### src/sv/dense_keyed_table_swap_remove_core_assert.svh
// ----------------------------------------------------------------------------
// Assertion macros for the dense keyed table core
// Clocked property wrappers used by the core file that checks this block.
// ----------------------------------------------------------------------------
`ifndef DENSE_KEYED_TABLE_SWAP_REMOVE_CORE_ASSERT_SVH
`define DENSE_KEYED_TABLE_SWAP_REMOVE_CORE_ASSERT_SVH

// The expression holds at every clock edge outside reset.
`define DKT_ASSERT_HOLDS(label, clk, rst, expr, msg) \
  label: assert property (@(posedge clk) disable iff (rst) (expr)) \
    else $error(msg);

// When the first expression holds, the second holds in the following cycle.
`define DKT_ASSERT_NEXT(label, clk, rst, ante, cons, msg) \
  label: assert property (@(posedge clk) disable iff (rst) (ante) |=> (cons)) \
    else $error(msg);

`endif

### src/sv/dkt_pkg.sv
// ----------------------------------------------------------------------------
// Dense keyed table package
// Field widths, operation and status codes, and controller interface types.
// ----------------------------------------------------------------------------
package dkt_pkg;

  localparam int DEF_TABLE_DEPTH   = 1024;
  localparam int DEF_PAYLOAD_WIDTH = 64;
  localparam int DEF_KEY_WIDTH     = 32;

  localparam int FUNC_W      = 3;
  localparam int KEY_IN_W    = 32;
  localparam int DATA_IN_W   = 64;
  localparam int STATUS_W    = 2;
  localparam int COUNT_OUT_W = 11;

  localparam logic [FUNC_W-1:0] FN_ADD_AUTO = 3'd0;
  localparam logic [FUNC_W-1:0] FN_ADD_KEY  = 3'd1;
  localparam logic [FUNC_W-1:0] FN_CHANGE   = 3'd2;
  localparam logic [FUNC_W-1:0] FN_REMOVE   = 3'd3;
  localparam logic [FUNC_W-1:0] FN_QUERY    = 3'd4;
  localparam logic [FUNC_W-1:0] FN_CLEAR    = 3'd5;

  localparam logic [STATUS_W-1:0] ST_OK        = 2'd0;
  localparam logic [STATUS_W-1:0] ST_EXISTS    = 2'd1;
  localparam logic [STATUS_W-1:0] ST_NOT_FOUND = 2'd2;
  localparam logic [STATUS_W-1:0] ST_FULL      = 2'd3;

  typedef struct packed {
    logic                load;
    logic                scan;
    logic                add;
    logic                change;
    logic                capture_read;
    logic                rm_read;
    logic                rm_write;
    logic                clear;
    logic                set_status;
    logic [STATUS_W-1:0] status_code;
    logic                respond;
  } dkt_cmd_t;

  typedef struct packed {
    logic [FUNC_W-1:0] func;
    logic              hit;
    logic              issue;
    logic              full;
    logic              out_free;
  } dkt_stat_t;

endpackage

### src/sv/dkt_controller.sv
// ----------------------------------------------------------------------------
// Dense keyed table controller
// Sequences dispatch, slot scan, swap-remove and the response of one word.
// ----------------------------------------------------------------------------
module dkt_controller import dkt_pkg::*; (
  input  logic      clk,
  input  logic      rst,
  input  logic      in_valid,
  output logic      in_ready,
  input  dkt_stat_t stat,
  output dkt_cmd_t  cmd
);

  typedef enum logic [5:0] {
    S_IDLE     = 6'b000001,
    S_DISPATCH = 6'b000010,
    S_SCAN     = 6'b000100,
    S_RM_READ  = 6'b001000,
    S_RM_WRITE = 6'b010000,
    S_RESP     = 6'b100000
  } state_t;

  state_t state;
  state_t state_next;

  assign in_ready = (state == S_IDLE);

  always_ff @(posedge clk) begin
    if (rst) begin
      state <= S_IDLE;
    end else begin
      state <= state_next;
    end
  end

  always_comb begin
    state_next      = state;
    cmd             = '0;
    cmd.status_code = ST_OK;
    case (state)
      S_IDLE: begin
        if (in_valid) begin
          cmd.load   = 1'b1;
          state_next = S_DISPATCH;
        end
      end
      S_DISPATCH: begin
        case (stat.func)
          FN_ADD_AUTO: begin
            if (stat.full) begin
              cmd.set_status  = 1'b1;
              cmd.status_code = ST_FULL;
              state_next      = S_RESP;
            end else begin
              state_next = S_SCAN;
            end
          end
          FN_ADD_KEY, FN_CHANGE, FN_REMOVE, FN_QUERY: begin
            state_next = S_SCAN;
          end
          FN_CLEAR: begin
            cmd.clear  = 1'b1;
            state_next = S_RESP;
          end
          default: begin
            state_next = S_RESP;
          end
        endcase
      end
      S_SCAN: begin
        if (stat.hit) begin
          state_next = S_RESP;
          case (stat.func)
            FN_ADD_AUTO, FN_ADD_KEY: begin
              cmd.set_status  = 1'b1;
              cmd.status_code = ST_EXISTS;
            end
            FN_CHANGE: begin
              cmd.change = 1'b1;
            end
            FN_REMOVE: begin
              state_next = S_RM_READ;
            end
            FN_QUERY: begin
              cmd.capture_read = 1'b1;
            end
            default: begin
            end
          endcase
        end else if (!stat.issue) begin
          state_next = S_RESP;
          case (stat.func)
            FN_ADD_AUTO: begin
              cmd.add = 1'b1;
            end
            FN_ADD_KEY: begin
              if (stat.full) begin
                cmd.set_status  = 1'b1;
                cmd.status_code = ST_FULL;
              end else begin
                cmd.add = 1'b1;
              end
            end
            FN_CHANGE, FN_REMOVE, FN_QUERY: begin
              cmd.set_status  = 1'b1;
              cmd.status_code = ST_NOT_FOUND;
            end
            default: begin
            end
          endcase
        end else begin
          cmd.scan = 1'b1;
        end
      end
      S_RM_READ: begin
        cmd.rm_read = 1'b1;
        state_next  = S_RM_WRITE;
      end
      S_RM_WRITE: begin
        cmd.rm_write = 1'b1;
        state_next   = S_RESP;
      end
      S_RESP: begin
        if (stat.out_free) begin
          cmd.respond = 1'b1;
          state_next  = S_IDLE;
        end
      end
      default: begin
        state_next = S_IDLE;
      end
    endcase
  end

endmodule
### config.mk
export PLATFORM = sky130hd
export DESIGN_NAME = dkt_controller
export DESIGN_NICKNAME = d
export VERILOG_FILES = /design/src/sv/dense_keyed_table_swap_remove_core_assert.svh /design/src/sv/dkt_pkg.sv /design/src/sv/dkt_controller.sv
export SDC_FILE = /design/constraint.sdc
export NUM_CORES = 1
export LEC_CHECK = 0
export BUFFER_PORTS_ARGS = -buffer_cell sky130_fd_sc_hd__buf_2
export CORE_AREA = 2 2 39 41
export DETAILED_ROUTE_END_ITERATION = 7
export DIE_AREA = 0 0 41 43
export GPL_ROUTABILITY_DRIVEN = 0
export GPL_TIMING_DRIVEN = 0
export PLACE_DENSITY = 0.71
export SLEW_MARGIN = 40
export SYNTH_ARGS = -nofsm -noshare
export SYNTH_HDL_FRONTEND = slang
export SYNTH_SLANG_ARGS = --single-unit
### constraint.sdc
create_clock -name clk -period 5.9 [get_ports clk]
set_input_delay 1.77 -clock clk [delete_from_list [all_inputs] [get_ports clk]]
set_output_delay 1.77 -clock clk [all_outputs]
set_load 0.005 [all_outputs]
== Word-level counts from Yosys, hierarchy flattened ==
Index checks and enable logic that the tools add are counted.
Storage, ports and cells
  flip-flop bits (word level): 6
  latch bits: 0
  bits in writable memories: 0
  bits in read-only memories: 0
  output and inout bits: 13
  logic and storage cells: 52
  memories: 0
Operators by class
  $add $sub $neg: 0
  $mul: 0
  div/mod/pow operators: 0
  $lt $le $gt $ge: 0
  equal/unequal tests: 14
  shift-type cells: 0
  muxes and demuxes: 32
  bitwise operators: 0
  reduce and logical (&&, ||, !) cells: 5
Operators with widths (number)
  6-bit two-way mux: 6
  6-bit case mux with 6 select lines: 1
  3-bit two-way mux: 5
  1-bit two-way mux: 13
  3-bit case mux with 2 select lines: 2
  6-bit case mux with 2 select lines: 1
  3-bit by 2-bit equality test with 1-bit output, second input constant: 2
  3-bit equality test, second input constant: 2
  6-bit by 1-bit equality test with 1-bit output, second input constant: 1
  6-bit by 2-bit equality test with 1-bit output, second input constant: 1
  6-bit by 3-bit equality test with 1-bit output, second input constant: 1
  6-bit by 4-bit equality test with 1-bit output, second input constant: 1
  6-bit by 5-bit equality test with 1-bit output, second input constant: 1
  6-bit equality test, second input constant: 1
  2-bit two-way mux: 2
  4-bit two-way mux: 1
  2-bit inequality test, second input constant: 2
  4-bit OR reduction: 1
  3-bit by 1-bit equality test with 1-bit output, second input constant: 1
  3-bit logical NOT: 1
  3-bit inequality test, second input constant: 1
  3-bit AND reduction: 1
  3-bit OR reduction: 1
  1-bit case mux with 2 select lines: 1
  2-bit OR reduction: 1

== Longest topological paths before layout ==
  depth after elaboration: 6
  mapped depth: 6
  depth with buffers taken out: 5

== Worst setup path before layout ==
No wires, ideal clock.
  kind: input -> output
  from: input port stat[6] (netlist name)
  to: output port cmd[3] (netlist name)
  data arrival time: 2.758 ns
  required time: 4.130 ns
  setup slack: 1.372 ns
  cell stages on the path: 5
  path buffers: 1
  path through: clkbuf_1 -> nor2_1 -> a2111o_1 -> a21oi_1 -> a311o_1
RTL lines
  start, declared: line dkt_controller.sv:10  | input dkt_stat_t stat,
  end, declared: line dkt_controller.sv:11  | output dkt_cmd_t cmd

==> impl_metrics.tcl <==
set metrics [dict create \
    max_freq_mhz 207 \
    start_util 0.402 \
    crit_type "in2out" \
    via_count 653 \
    dp_slack_ns 1.08 \
    cts_resized 0 \
    root_buffer "clkbuf_4" \
    regMostFlops "state" \
    viasPerCell 5.73 \
    endpoint_kind "primary output" \
    largest_reg_flops 6 \
    rsz0062_at_grt "no" \
    cellLeakagePower_nw 0.320 \
    cap_violations 0 \
    layout_setup_ws_ns 1.08 \
    rows 14 \
    fp.dieArea_um2 1760 \
    syn_nets 84 \
    setup_viol 0 \
    max_slew_margin 0.568 \
    yosysTopAreaCell "dfxtp_1" \
    grt_pass1_vias 508 \
    grt_use_met2 0.269 \
    clk_pin_slew_ns 0.04 \
    cp-start-kind "input port" \
    yosys_warnings 0 \
    ir_drop_v 0.0000973 \
    multi_input_area_um2 422 \
    post_synth.cell_area_avg_um2 7.52 \
    critPathMaxFanout 6 \
    holdCritPathClass "reg2reg" \
    synth_top_area_share 0.216 \
    synthTopCellsByArea "dfxtp_1 22%, nor2_1 5.4%, nand2_1 4.0%, a21oi_1 3.6%, nor3_1 3.6%" \
    ant_nets 0 \
    dieHeight_um 43 \
    drt-initial-drc-count 20 \
    cts_inserted_buffers 3 \
    status "finished clean" \
    use_met1 0.235 \
    async_flop_share 0 \
    htree_num_levels 1 \
    period_needed_ns 4.82 \
    synth-seq-area-share 0.216 \
    setup-tns-final_ns 0 \
    wirelength_um 1480 \
    area_growth_pct 26.5 \
    n_fill_cell 142 \
    grt_use_met3 0.0157 \
    final-max-slew-violation-count 0 \
    worstMarginPinSlew_ns 0.642 \
    coreArea_um2 1380 \
    largest_registers "state: 6 flops" \
    post-cts-setup-buffers 0 \
    grt_max_degree 11 \
    drcViolationCount 0 \
    grt_pass1_wl_um 2160 \
    synth_ff_type "dfxtp_1" \
    post-route-period-util 0.817 \
    powerDensity_nw_per_um2 161 \
    cts.sinks 6 \
    fin_nets 110 \
    synth.most_common_cell "nor2_1" \
    synthDistinctLibCells 38 \
    drive_gt1_frac 0.367 \
    grt_usage 0.175 \
    holdWs_ns 0.701 \
    cts_tree "done" \
    dp.final_hpwl_um 1110 \
    top_level_ports 23 \
    hold_violations 0 \
    synth_common_cells "8 x nor2_1, 6 x dfxtp_1, 6 x nand2_1" \
    grt.busiest_layer "met2" \
    regArea_um2 120 \
    critPathArrivalTime_ns 3.05 \
    clockBufferDepth 2 \
    die_x_um 41 \
    syn_area_um2 557 \
    syn_inst 74 \
    crit_start "stat[3]" \
    wl_per_cell_um 13.0 \
    r2r-start "state[3]" \
    synth_seq_cells 6 \
    port-buffer-count 21 \
    first_pass_iters 4 \
    overflow 0 \
    finalClockSkew_ns 0.00944 \
    crit_required_ns 4.13 \
    holdBufCountCts 0 \
    worstHoldStart "state[5]" \
    synth_edf_count 0 \
    antenna_found_initial 0 \
    n_antenna_cell 0 \
    clock_latency_ns 0.25 \
]
-- metrics by stage --
stage                     std cells   util  cell area, um^2  power, mW
after global routing            114  0.509              704      0.120
after CTS                       114  0.509              704      0.115
final                           114  0.509              704      0.113
after floorplan                  74      -              557     0.0646
after global placement          111  0.493              682     0.0751
after detailed placement        111  0.493              682     0.0758
-- path summary, 6_finish.rpt --
check | to | slack [ns] | cells past startpoint
worst max-delay path | cmd[3] | 1.08 | 6
worst min-delay path | state[5] | 0.70 | 2
worst max register to register | state[4] | 4.15 | 6
worst min register to register | state[5] | 0.70 | 2
-- routing by layer --
| metal | share of wire | up-vias | routed length (um) |
|---|---|---|---|
| li1 | - | 338 | - |
| met5 | 0 | - | 0 |
| met4 | 0.013 | 0 | 19 |
| met1 | 0.47 | 286 | 691 |
| met2 | 0.46 | 27 | 686 |
| met3 | 0.058 | 2 | 86 |
-- layout make-up --
class | instances | area share
Buffer | 2 | 0.0160
Clock buffer | 3 | 0.0320
Inverter | 1 | 0.00533
Multi-Input combinational cell | 65 | 0.599
Sequential cell | 6 | 0.171
Tap cell | 16 | 0.0284
Timing Repair Buffer | 21 | 0.149
-- critical path, stage by stage --
cell	delay [ns]
buf_2	0.13
or2_2	0.30
a2111o_1	0.40
a21oi_1	0.20
a311o_1	0.14
buf_2	0.11
-- cell usage in the layout, fill, tap and decap left out, types with 2 or more instances in the layout --
cell type | synthesis | final
nor4_1 | 3 | 3
dfxtp_1 | 6 | 6
nor3b_1 | 2 | 2
o21ai_0 | 3 | 3
and2_1 | 2 | 2
nor2_1 | 8 | 8
and3_2 | 2 | 2
clkbuf_4 | 0 | 3
and2b_2 | 2 | 2
and3_1 | 2 | 2
nand3_1 | 2 | 2
nor4b_1 | 2 | 2
nor3_1 | 4 | 4
buf_2 | 0 | 21
nand4_1 | 2 | 2
nand2_1 | 6 | 6
a21oi_1 | 4 | 4
or2_2 | 2 | 2
-- kinds of logic after synthesis --
logic type | Yosys count | share of synthesized area
simple gates | 50 | 0.566
compound gates | 15 | 0.191
flops | 6 | 0.216
buf+inv | 3 | 0.0270
-- report_power, final --
group	internal [mW]	switching (mW)	total [mW]
clock network	0.0230	0.0149	0.0379
logic	0.0144	0.0150	0.0294
registers	0.0425	0.00349	0.0460
total	0.0799	0.0334	0.113
Power figures use the tool's default switching activity.
